===== src/rtl/core/iat_pkg.sv =====
// ----------------------------------------------------------------------------
// iat_pkg - shared types, constants and helpers for ip_address_to_text
// Controller/datapath command and status words, ASCII codes and the
// digit helpers used when the address text is produced.
// ----------------------------------------------------------------------------
package iat_pkg;

  // ASCII codes used in the address text
  localparam logic [6:0] CHR_ZERO  = 7'h30;
  localparam logic [6:0] CHR_LOW_A = 7'h61;
  localparam logic [6:0] CHR_COLON = 7'h3a;
  localparam logic [6:0] CHR_DOT   = 7'h2e;
  localparam logic [6:0] CHR_ONE   = 7'h31;
  localparam logic [6:0] CHR_TWO   = 7'h32;

  // Address layout
  localparam int unsigned NUM_GROUPS  = 8;
  localparam int unsigned GROUP_W     = 16;
  localparam int unsigned ADDR_HALF_W = 64;

  // Family code on the op field
  localparam logic FAM_IPV4 = 1'b0;
  localparam logic FAM_IPV6 = 1'b1;

  // Controller to datapath
  typedef struct packed {
    logic load;  // capture a new address
    logic scan;  // find the zero run and set up the first character
    logic emit;  // produce one character into the output register
  } iat_cmd_t;

  // Datapath to controller
  typedef struct packed {
    logic last;  // the character being produced ends the text
  } iat_status_t;

  // Index of the leading hex digit of a group (digits - 1)
  function automatic logic [1:0] hex_top_digit(logic [15:0] g);
    logic [1:0] k;
    priority if (g >= 16'h1000) k = 2'd3;
    else if (g >= 16'h0100)     k = 2'd2;
    else if (g >= 16'h0010)     k = 2'd1;
    else                        k = 2'd0;
    return k;
  endfunction

  // Lower-case hex character of one nibble
  function automatic logic [6:0] hex_char(logic [3:0] n);
    logic [6:0] c;
    if (n < 4'd10) c = CHR_ZERO + {3'b000, n};
    else           c = CHR_LOW_A + {3'b000, n} - 7'd10;
    return c;
  endfunction

  // Index of the leading decimal digit of an octet
  function automatic logic [1:0] dec_top_digit(logic [7:0] v);
    logic [1:0] d;
    priority if (v >= 8'd100) d = 2'd2;
    else if (v >= 8'd10)      d = 2'd1;
    else                      d = 2'd0;
    return d;
  endfunction

  // Decimal digit d (2 hundreds, 1 tens, 0 ones) of an octet as ASCII.
  // v / 10 is taken as (v * 205) >> 11, exact for all octets.
  function automatic logic [6:0] dec_char(logic [7:0] v, logic [1:0] d);
    logic [15:0] prod;
    logic [4:0]  q;
    logic [7:0]  q10;
    logic [4:0]  tens_w;
    logic [3:0]  tens;
    logic [7:0]  ones_w;
    logic [6:0]  c;
    prod = {8'b0, v} * 16'd205;
    q    = prod[15:11];
    q10  = {q, 3'b000} + {2'b00, q, 1'b0};
    priority if (q >= 5'd20) tens_w = q - 5'd20;
    else if (q >= 5'd10)     tens_w = q - 5'd10;
    else                     tens_w = q;
    tens   = tens_w[3:0];
    ones_w = v - q10;
    unique case (d)
      2'd2:    c = (v >= 8'd200) ? CHR_TWO : CHR_ONE;
      2'd1:    c = CHR_ZERO + {3'b000, tens};
      default: c = CHR_ZERO + {3'b000, ones_w[3:0]};
    endcase
    return c;
  endfunction

endpackage


===== src/rtl/core/ip_address_to_text.sv =====
// ----------------------------------------------------------------------------
// ip_address_to_text - IPv4 / IPv6 address to ASCII text streamer
// Turns one address into its text form, one character per output word.
// ----------------------------------------------------------------------------
// Usage:
//   Input channel (in_valid_i / in_ready_o) carries one address: op_i picks
//   IPv4 (address in addr_lo_i[31:0]) or IPv6 (addr_hi_i, addr_lo_i).
//   Output channel (out_valid_o / out_ready_i) carries one ASCII character
//   per word in char_out_o; last_char_o marks the final character.
//   The first character becomes valid once the address has been captured,
//   the zero-run search and setup step has run and the first character has
//   been emitted into the output register. The text length n is 2 to 39
//   for IPv6 and 7 to 15 for IPv4; the character generator produces one
//   character per cycle while the receiver takes every word.
//   in_ready_o rises as soon as the last character sits in the output
//   register, so the next address is taken while that word waits.
//   A stalled receiver holds the output word and freezes the generator.
//   Reset empties the output register and returns to waiting for input.
// ----------------------------------------------------------------------------
module ip_address_to_text (
  input  logic        clk_i,
  input  logic        rst_ni,
  input  logic        in_valid_i,
  output logic        in_ready_o,
  input  logic        op_i,
  input  logic [63:0] addr_hi_i,
  input  logic [63:0] addr_lo_i,
  output logic        out_valid_o,
  input  logic        out_ready_i,
  output logic [6:0]  char_out_o,
  output logic        last_char_o
);

  iat_pkg::iat_cmd_t    cmd;
  iat_pkg::iat_status_t status;

  // sequencing
  iat_ctrl u_ctrl (
    .clk_i       (clk_i),
    .rst_ni      (rst_ni),
    .in_valid_i  (in_valid_i),
    .in_ready_o  (in_ready_o),
    .out_valid_o (out_valid_o),
    .out_ready_i (out_ready_i),
    .cmd_o       (cmd),
    .status_i    (status)
  );

  // address store and character generator
  iat_datapath u_datapath (
    .clk_i       (clk_i),
    .rst_ni      (rst_ni),
    .cmd_i       (cmd),
    .status_o    (status),
    .op_i        (op_i),
    .addr_hi_i   (addr_hi_i),
    .addr_lo_i   (addr_lo_i),
    .char_out_o  (char_out_o),
    .last_char_o (last_char_o)
  );

endmodule


===== src/rtl/core/iat_datapath.sv =====
// ----------------------------------------------------------------------------
// iat_datapath - address store, zero-run search and character generator
// Holds the captured address, finds the longest zero-group run and steps
// through the text one character per emit command.
// ----------------------------------------------------------------------------
module iat_datapath (
  input  logic                 clk_i,
  input  logic                 rst_ni,
  input  iat_pkg::iat_cmd_t    cmd_i,
  output iat_pkg::iat_status_t status_o,
  input  logic                 op_i,
  input  logic [63:0]          addr_hi_i,
  input  logic [63:0]          addr_lo_i,
  output logic [6:0]           char_out_o,
  output logic                 last_char_o
);

  // what the generator produces next
  typedef enum logic [2:0] {
    GK_SEP,   // ':' before a group or at the start of the zero run
    GK_DIG,   // hex digit of a group
    GK_V4D,   // decimal digit of an IPv4 octet
    GK_DOT,   // '.' between octets
    GK_TAIL   // ':' closing a zero run that reaches the last group
  } gen_kind_e;

  // captured address
  logic        op_q;
  logic [63:0] addr_hi_q, addr_lo_q;

  // generator position and zero-run result
  gen_kind_e   kind_q, kind_d;
  logic [2:0]  gi_q, gi_d;
  logic [1:0]  k_q, k_d;
  logic [1:0]  o_q, o_d;
  logic [1:0]  d_q, d_d;
  logic        run_ok_q, run_ok_d;
  logic [2:0]  base_q, base_d;
  logic [3:0]  end_q, end_d;
  logic        v4tail_q, v4tail_d;

  // output word
  logic [6:0]  char_q, char_d;
  logic        last_q, last_d;

  logic [15:0] grp [iat_pkg::NUM_GROUPS];
  logic [15:0] grp_sel;
  logic [3:0]  nib;
  logic [7:0]  oct_cur, oct_nxt, oct_top;
  logic [1:0]  o_dec;

  // split the address into 16-bit groups, group 0 first
  always_comb begin
    for (int i = 0; i < 4; i++) begin
      grp[i]     = addr_hi_q[63 - 16*i -: 16];
      grp[i + 4] = addr_lo_q[63 - 16*i -: 16];
    end
  end

  assign grp_sel = grp[gi_q];
  assign o_dec   = o_q - 2'd1;
  assign oct_cur = addr_lo_q[{o_q, 3'b000} +: 8];
  assign oct_nxt = addr_lo_q[{o_dec, 3'b000} +: 8];
  assign oct_top = addr_lo_q[31:24];

  always_comb begin
    unique case (k_q)
      2'd3:    nib = grp_sel[15:12];
      2'd2:    nib = grp_sel[11:8];
      2'd1:    nib = grp_sel[7:4];
      default: nib = grp_sel[3:0];
    endcase
  end

  // zero-run search, first longest run wins
  logic [3:0] cb, cl, bb, bl;
  logic       cv;
  always_comb begin
    cb = '0;
    cl = '0;
    bb = '0;
    bl = '0;
    cv = 1'b0;
    for (int i = 0; i < iat_pkg::NUM_GROUPS; i++) begin
      if (grp[i] == 16'h0000) begin
        if (!cv) begin
          cv = 1'b1;
          cb = 4'(i);
          cl = 4'd1;
        end else begin
          cl = cl + 4'd1;
        end
      end else if (cv) begin
        if (cl > bl) begin
          bb = cb;
          bl = cl;
        end
        cv = 1'b0;
      end
    end
    if (cv && (cl > bl)) begin
      bb = cb;
      bl = cl;
    end
  end

  // generator step and setup
  always_comb begin
    kind_d   = kind_q;
    gi_d     = gi_q;
    k_d      = k_q;
    o_d      = o_q;
    d_d      = d_q;
    run_ok_d = run_ok_q;
    base_d   = base_q;
    end_d    = end_q;
    v4tail_d = v4tail_q;
    char_d   = char_q;
    last_d   = 1'b0;

    if (cmd_i.scan) begin
      run_ok_d = (bl >= 4'd2);
      base_d   = bb[2:0];
      end_d    = bb + bl;
      v4tail_d = (bl >= 4'd2) && (bb == 4'd0) &&
                 ((bl == 4'd6) || ((bl == 4'd5) && (grp[5] == 16'hffff)));
      gi_d     = 3'd0;
      o_d      = 2'd3;
      d_d      = iat_pkg::dec_top_digit(oct_top);
      k_d      = iat_pkg::hex_top_digit(grp[0]);
      if (op_q == iat_pkg::FAM_IPV4) begin
        kind_d = GK_V4D;
      end else if ((bl >= 4'd2) && (bb == 4'd0)) begin
        kind_d = GK_SEP;
      end else begin
        kind_d = GK_DIG;
      end
    end else if (cmd_i.emit) begin
      unique case (kind_q)
        GK_SEP: begin
          char_d = iat_pkg::CHR_COLON;
          if (run_ok_q && (gi_q == base_q)) begin
            if (end_q == 4'(iat_pkg::NUM_GROUPS)) begin
              kind_d = GK_TAIL;
            end else begin
              kind_d = GK_SEP;
              gi_d   = end_q[2:0];
            end
          end else if (v4tail_q && (gi_q == 3'd6)) begin
            kind_d = GK_V4D;
            o_d    = 2'd3;
            d_d    = iat_pkg::dec_top_digit(oct_top);
          end else begin
            kind_d = GK_DIG;
            k_d    = iat_pkg::hex_top_digit(grp_sel);
          end
        end
        GK_DIG: begin
          char_d = iat_pkg::hex_char(nib);
          if (k_q != 2'd0) begin
            k_d = k_q - 2'd1;
          end else if (gi_q == 3'd7) begin
            last_d = 1'b1;
          end else begin
            kind_d = GK_SEP;
            gi_d   = gi_q + 3'd1;
          end
        end
        GK_V4D: begin
          char_d = iat_pkg::dec_char(oct_cur, d_q);
          if (d_q != 2'd0) begin
            d_d = d_q - 2'd1;
          end else if (o_q == 2'd0) begin
            last_d = 1'b1;
          end else begin
            kind_d = GK_DOT;
          end
        end
        GK_DOT: begin
          char_d = iat_pkg::CHR_DOT;
          kind_d = GK_V4D;
          o_d    = o_dec;
          d_d    = iat_pkg::dec_top_digit(oct_nxt);
        end
        GK_TAIL: begin
          char_d = iat_pkg::CHR_COLON;
          last_d = 1'b1;
        end
        default: begin
          char_d = iat_pkg::CHR_COLON;
          last_d = 1'b1;
        end
      endcase
    end
  end

  // generator registers
  always_ff @(posedge clk_i or negedge rst_ni) begin
    if (!rst_ni) begin
      kind_q   <= GK_TAIL;
      gi_q     <= '0;
      k_q      <= '0;
      o_q      <= '0;
      d_q      <= '0;
      run_ok_q <= 1'b0;
      base_q   <= '0;
      end_q    <= '0;
      v4tail_q <= 1'b0;
    end else begin
      kind_q   <= kind_d;
      gi_q     <= gi_d;
      k_q      <= k_d;
      o_q      <= o_d;
      d_q      <= d_d;
      run_ok_q <= run_ok_d;
      base_q   <= base_d;
      end_q    <= end_d;
      v4tail_q <= v4tail_d;
    end
  end

  // payload registers
  always_ff @(posedge clk_i) begin
    if (cmd_i.load) begin
      op_q      <= op_i;
      addr_hi_q <= addr_hi_i;
      addr_lo_q <= addr_lo_i;
    end
    if (cmd_i.emit) begin
      char_q <= char_d;
      last_q <= last_d;
    end
  end

  assign status_o.last = last_d;
  assign char_out_o    = char_q;
  assign last_char_o   = last_q;

endmodule


===== src/rtl/core/iat_ctrl.sv =====
// ----------------------------------------------------------------------------
// iat_ctrl - sequencing state machine for ip_address_to_text
// Accepts an address, runs the setup cycle, then issues one emit per
// free slot of the output register until the last character.
// ----------------------------------------------------------------------------
module iat_ctrl (
  input  logic                 clk_i,
  input  logic                 rst_ni,
  input  logic                 in_valid_i,
  output logic                 in_ready_o,
  output logic                 out_valid_o,
  input  logic                 out_ready_i,
  output iat_pkg::iat_cmd_t    cmd_o,
  input  iat_pkg::iat_status_t status_i
);

  typedef enum logic [1:0] {
    ST_IDLE,
    ST_SCAN,
    ST_EMIT
  } state_e;

  state_e state_q;
  logic   out_valid_q;
  logic   slot_free;

  // output register can take a word this cycle
  assign slot_free = !out_valid_q || out_ready_i;

  // commands
  assign in_ready_o = (state_q == ST_IDLE);
  assign cmd_o.load = in_valid_i && (state_q == ST_IDLE);
  assign cmd_o.scan = (state_q == ST_SCAN);
  assign cmd_o.emit = (state_q == ST_EMIT) && slot_free;

  // state and output valid
  always_ff @(posedge clk_i or negedge rst_ni) begin
    if (!rst_ni) begin
      state_q     <= ST_IDLE;
      out_valid_q <= 1'b0;
    end else begin
      if (cmd_o.emit) begin
        out_valid_q <= 1'b1;
      end else if (out_ready_i) begin
        out_valid_q <= 1'b0;
      end
      unique case (state_q)
        ST_IDLE: begin
          if (in_valid_i) state_q <= ST_SCAN;
        end
        ST_SCAN: begin
          state_q <= ST_EMIT;
        end
        ST_EMIT: begin
          if (cmd_o.emit && status_i.last) state_q <= ST_IDLE;
        end
        default: begin
          state_q <= ST_IDLE;
        end
      endcase
    end
  end

  assign out_valid_o = out_valid_q;

endmodule


===== config.mk =====
export PLATFORM = sky130hd
export DESIGN_NAME = ip_address_to_text
export DESIGN_NICKNAME = d
export VERILOG_FILES = /design/src/rtl/core/iat_pkg.sv /design/src/rtl/core/ip_address_to_text.sv /design/src/rtl/core/iat_datapath.sv /design/src/rtl/core/iat_ctrl.sv
export SDC_FILE = /design/constraint.sdc
export NUM_CORES = 1
export LEC_CHECK = 0
export BUFFER_PORTS_ARGS = -buffer_cell sky130_fd_sc_hd__buf_2
export CORE_ASPECT_RATIO = 0.7
export CORE_MARGIN = 3
export CORE_UTILIZATION = 50
export DETAILED_ROUTE_END_ITERATION = 10
export GPL_ROUTABILITY_DRIVEN = 0
export PLACE_DENSITY = 0.7
export SETUP_SLACK_MARGIN = 0.15
export SYNTH_ARGS = -nofsm -noshare
export SYNTH_HDL_FRONTEND = slang
export SYNTH_SLANG_ARGS = --single-unit
export TNS_END_PERCENT = 20

===== constraint.sdc =====
create_clock -name clk_i -period 13 [get_ports clk_i]
set_input_delay 0.65 -clock clk_i [delete_from_list [all_inputs] [get_ports clk_i]]
set_output_delay 0.65 -clock clk_i [all_outputs]
set_load 0.01 [all_outputs]

==> out/results.txt <==
Setup CP Type -> reg -> reg
Initial Utilization -> 51.7%
Placeable Area -> 23000 sq um
Final Hold Fails -> 0
Net count, final -> 1446
Synth warn -> 0
#FFs+latches synth -> 161
Reg-to-Reg End -> u_datapath.end_q[3]$_DFFE_PN0P_
Setup TNS -> 0 ns
Top cells by area, synth -> edfxtp_1 35%, ha_1 10%, mux4_2 8.9%
Top Ports -> 143
Worst Path Arrival -> 12.45 ns
Initial antenna violation count -> 0
Mapped Cells -> 1083
DIE WIDTH -> 190 um
Top cell type's share of synthesized area -> 34.7%
Critical-path cell with the highest stage delay -> or4_1
CP endpoint kind -> flop
Sequential element share of the synthesized area -> 39.7%
Average vias per placed instance -> 6.45
Largest net degree at the start of global routing -> 74
Overflow after GRT -> 0
Worst-Skew Late Latency -> 0.43 ns
Post-route ant nets -> 0
Status -> finished clean
Layout cells sized above 1 -> 23.1%
Clock sink count -> 161
Leading area contributor after synthesis -> edfxtp_1
Port bufs -> 142
Async SR Flop Fraction -> 14.9%
Net count after synthesis -> 1326
Hold crit path type -> in -> async
R2R Path Start -> u_datapath.addr_hi_q[63]$_DFFE_PP_
Flop2flop setup slack -> 0.91 ns
Slew Limit Fails -> 0
Mean Syn Cell Area -> 11.0 sq um
Vias -> 9850
Most frequent cell after synthesis -> edfxtp_1
First DRT Iteration DRCs -> 1406
Global-route wire length before repair -> 53.2 mm
Max clock buf depth -> 2
Clk_skew -> 0.0132 ns
CTS tree -> built
CTS clk-pin slew, worst paths -> 0.07 ns
Worst path most repeated cell -> ha_1
DP HPWL -> 26.3 mm
Slew headroom -> 37.8%
CP max FO -> 9
Root buffer cell -> clkbuf_16
GR Util All Layers -> 26.9%
Post-synth EDFFs -> 137
Leak -> 0.00550 uW
Final worst path period share -> 93.0%
Cell count of the worst reg-to-reg path -> 57
Antenna cells -> 0
Die footprint -> 25600 sq um
Netlist cell types -> 97
Setup Viol. Count Final -> 0
Max incr delay on CP -> 0.57 ns
Setup crit start kind -> flop
Synth cell count leaders -> 137 x edfxtp_1, 98 x ha_1, 89 x nand2_1
Max IR drop VDD -> 0.000210 V
Post-Syn Area -> 11900 sq um
RSZ-0062 raised after global routing -> false
FMAX -> 82.7 MHz
CTS buffer count -> 17
Power density cells -> 224 nW/um^2
Std-Cell Rows -> 46
Die Ht -> 135 um
Drt total wl -> 34.2 mm
Wire per inst -> 22.4 um
Top_reg_cell synth -> edfxtp_1
Final Core Density -> 58.4%
Number of max-cap violations -> 0
Worst path required time -> 13.36 ns
Drt first pass iters -> 7
Synth-to-Final Area Change -> 13.0%
Tmin final -> 12.09 ns
Vias in the first global route -> 9292
Fill count -> 1912
Remaining DRCs -> 0
Worst-margin pin slew -> 0.925 ns
H-tree depth -> 4
worst max-delay path: cells and delay by family (launching register included):
family | cells | cell delay (ns)
flops | 1 | 0.39
buf+inv | 3 | 0.34
compound gates | 23 | 5.02
mux | 1 | 0.22
simple gates | 22 | 3.88
fa+ha+maj | 8 | 2.18
layout by cell type, fill, tap and decap left out, drive strengths merged, types with 4 or more instances in the layout:
cell type  instances
xnor2             14
a21o              10
edfxtp           137
or4                9
dfrtp             23
nor2              73
nand3             33
o31ai              8
and4               8
o21ai             50
nand4             27
or3                6
and3               8
a211oi             4
mux2i             28
ha                98
nor3              17
clkinv             5
o32a               4
nand2             89
xor2              15
o211ai            17
o21a               8
nor4              37
mux4              47
inv               89
fa                12
a41oi              4
a311oi             4
nand2b            11
and2               8
o41ai              6
a21oi             42
o22ai              9
clkbuf            17
a31oi             10
nor2b             13
buf              152
final cells by class:
| class | instances | area (sq um) | area share (%) |
|---|---|---|---|
| clock inverter | 14 | 125 | 0.933 |
| tap | 312 | 390 | 2.91 |
| timing repair buffer | 152 | 786 | 5.86 |
| clock buffer | 17 | 425 | 3.17 |
| inverter | 83 | 312 | 2.32 |
| multi-input combinational | 788 | 6650 | 49.6 |
| sequential | 161 | 4720 | 35.2 |
power breakdown:
group          internal (uW)  total, uW  switching [uW]  leakage, uW
Sequential               708        818             110      0.00158
Combinational            722       1710             990      0.00366
Clock                    250        477             227     0.000263
kinds of logic (layout without fill, tap and decap cells):
logic type      Yosys count  after routing  synth area share [%]
compound gates          222            222                  13.7
xor+xnor                 29             29                  2.20
fa+ha+maj               110            110                  12.4
buf+inv                 134            266                  4.55
flops                   161            161                  39.7
mux                      78             78                  11.6
other cells               1              1                0.0316
simple gates            348            348                  15.8
state kept, by name, summed over array words and instances, names as in the netlist, 2 cells and up:
signal,count
u_datapath.base_q,3
u_datapath.addr_hi_q,64
u_datapath.end_q,4
u_datapath.gi_q,3
u_datapath.o_q,2
u_ctrl.state_q,2
u_datapath.d_q,2
u_datapath.char_out_o,7
u_datapath.kind_q,3
u_datapath.addr_lo_q,64
u_datapath.k_q,2
worst max path at each step:
stage                                       startpoint                              end  slack [ns]  depth (start not counted)
floorplan           u_datapath.addr_hi_q[59]$_DFFE_PP_  u_datapath.end_q[3]$_DFFE_PN0P_        2.06                         57
global placement    u_datapath.addr_hi_q[32]$_DFFE_PP_  u_datapath.end_q[3]$_DFFE_PN0P_        1.07                         54
detailed placement  u_datapath.addr_hi_q[63]$_DFFE_PP_  u_datapath.end_q[3]$_DFFE_PN0P_        0.61                         55
CTS                 u_datapath.addr_hi_q[62]$_DFFE_PP_  u_datapath.end_q[3]$_DFFE_PN0P_        0.56                         55
global route        u_datapath.addr_hi_q[62]$_DFFE_PP_  u_datapath.end_q[3]$_DFFE_PN0P_        0.19                         57
finish              u_datapath.addr_hi_q[63]$_DFFE_PP_  u_datapath.end_q[3]$_DFFE_PN0P_        0.91                         57
routing by layer:
layer | track usage [%] | part of all wire (%) | up-vias | routed length, um
met4 | 6.20 | 1.6 | 0 | 542
met2 | 35.4 | 40 | 640 | 13600
met3 | 6.77 | 11 | 59 | 3700
met5 | 0 | 0 | - | 0
li1 | - | - | 4388 | -
met1 | 43.8 | 48 | 4763 | 16300
per-stage QoR:
step | power [uW] | instances | hold slack [ns] | worst slack, ns | instance area [sq um]
after floorplan | 2090 | 1083 | 0.354 | 2.06 | 11900
after CTS | 3000 | 1526 | 0.206 | 0.560 | 13400
final | 3010 | 1527 | 0.206 | 0.909 | 13400
after detailed placement | 2510 | 1495 | 0.490 | 0.614 | 12800
after global routing | 3250 | 1527 | 0.239 | 0.189 | 13400
after global placement | 2480 | 1495 | 0.475 | 1.07 | 12800
timing repair:
action / CTS / global route
resized for setup: 0 / 11
endpoints found under the setup margin: 0 / 7
hold buffers: 0 / 0
setup buffers: 0 / 1
(Power assumes the default switching activity.)
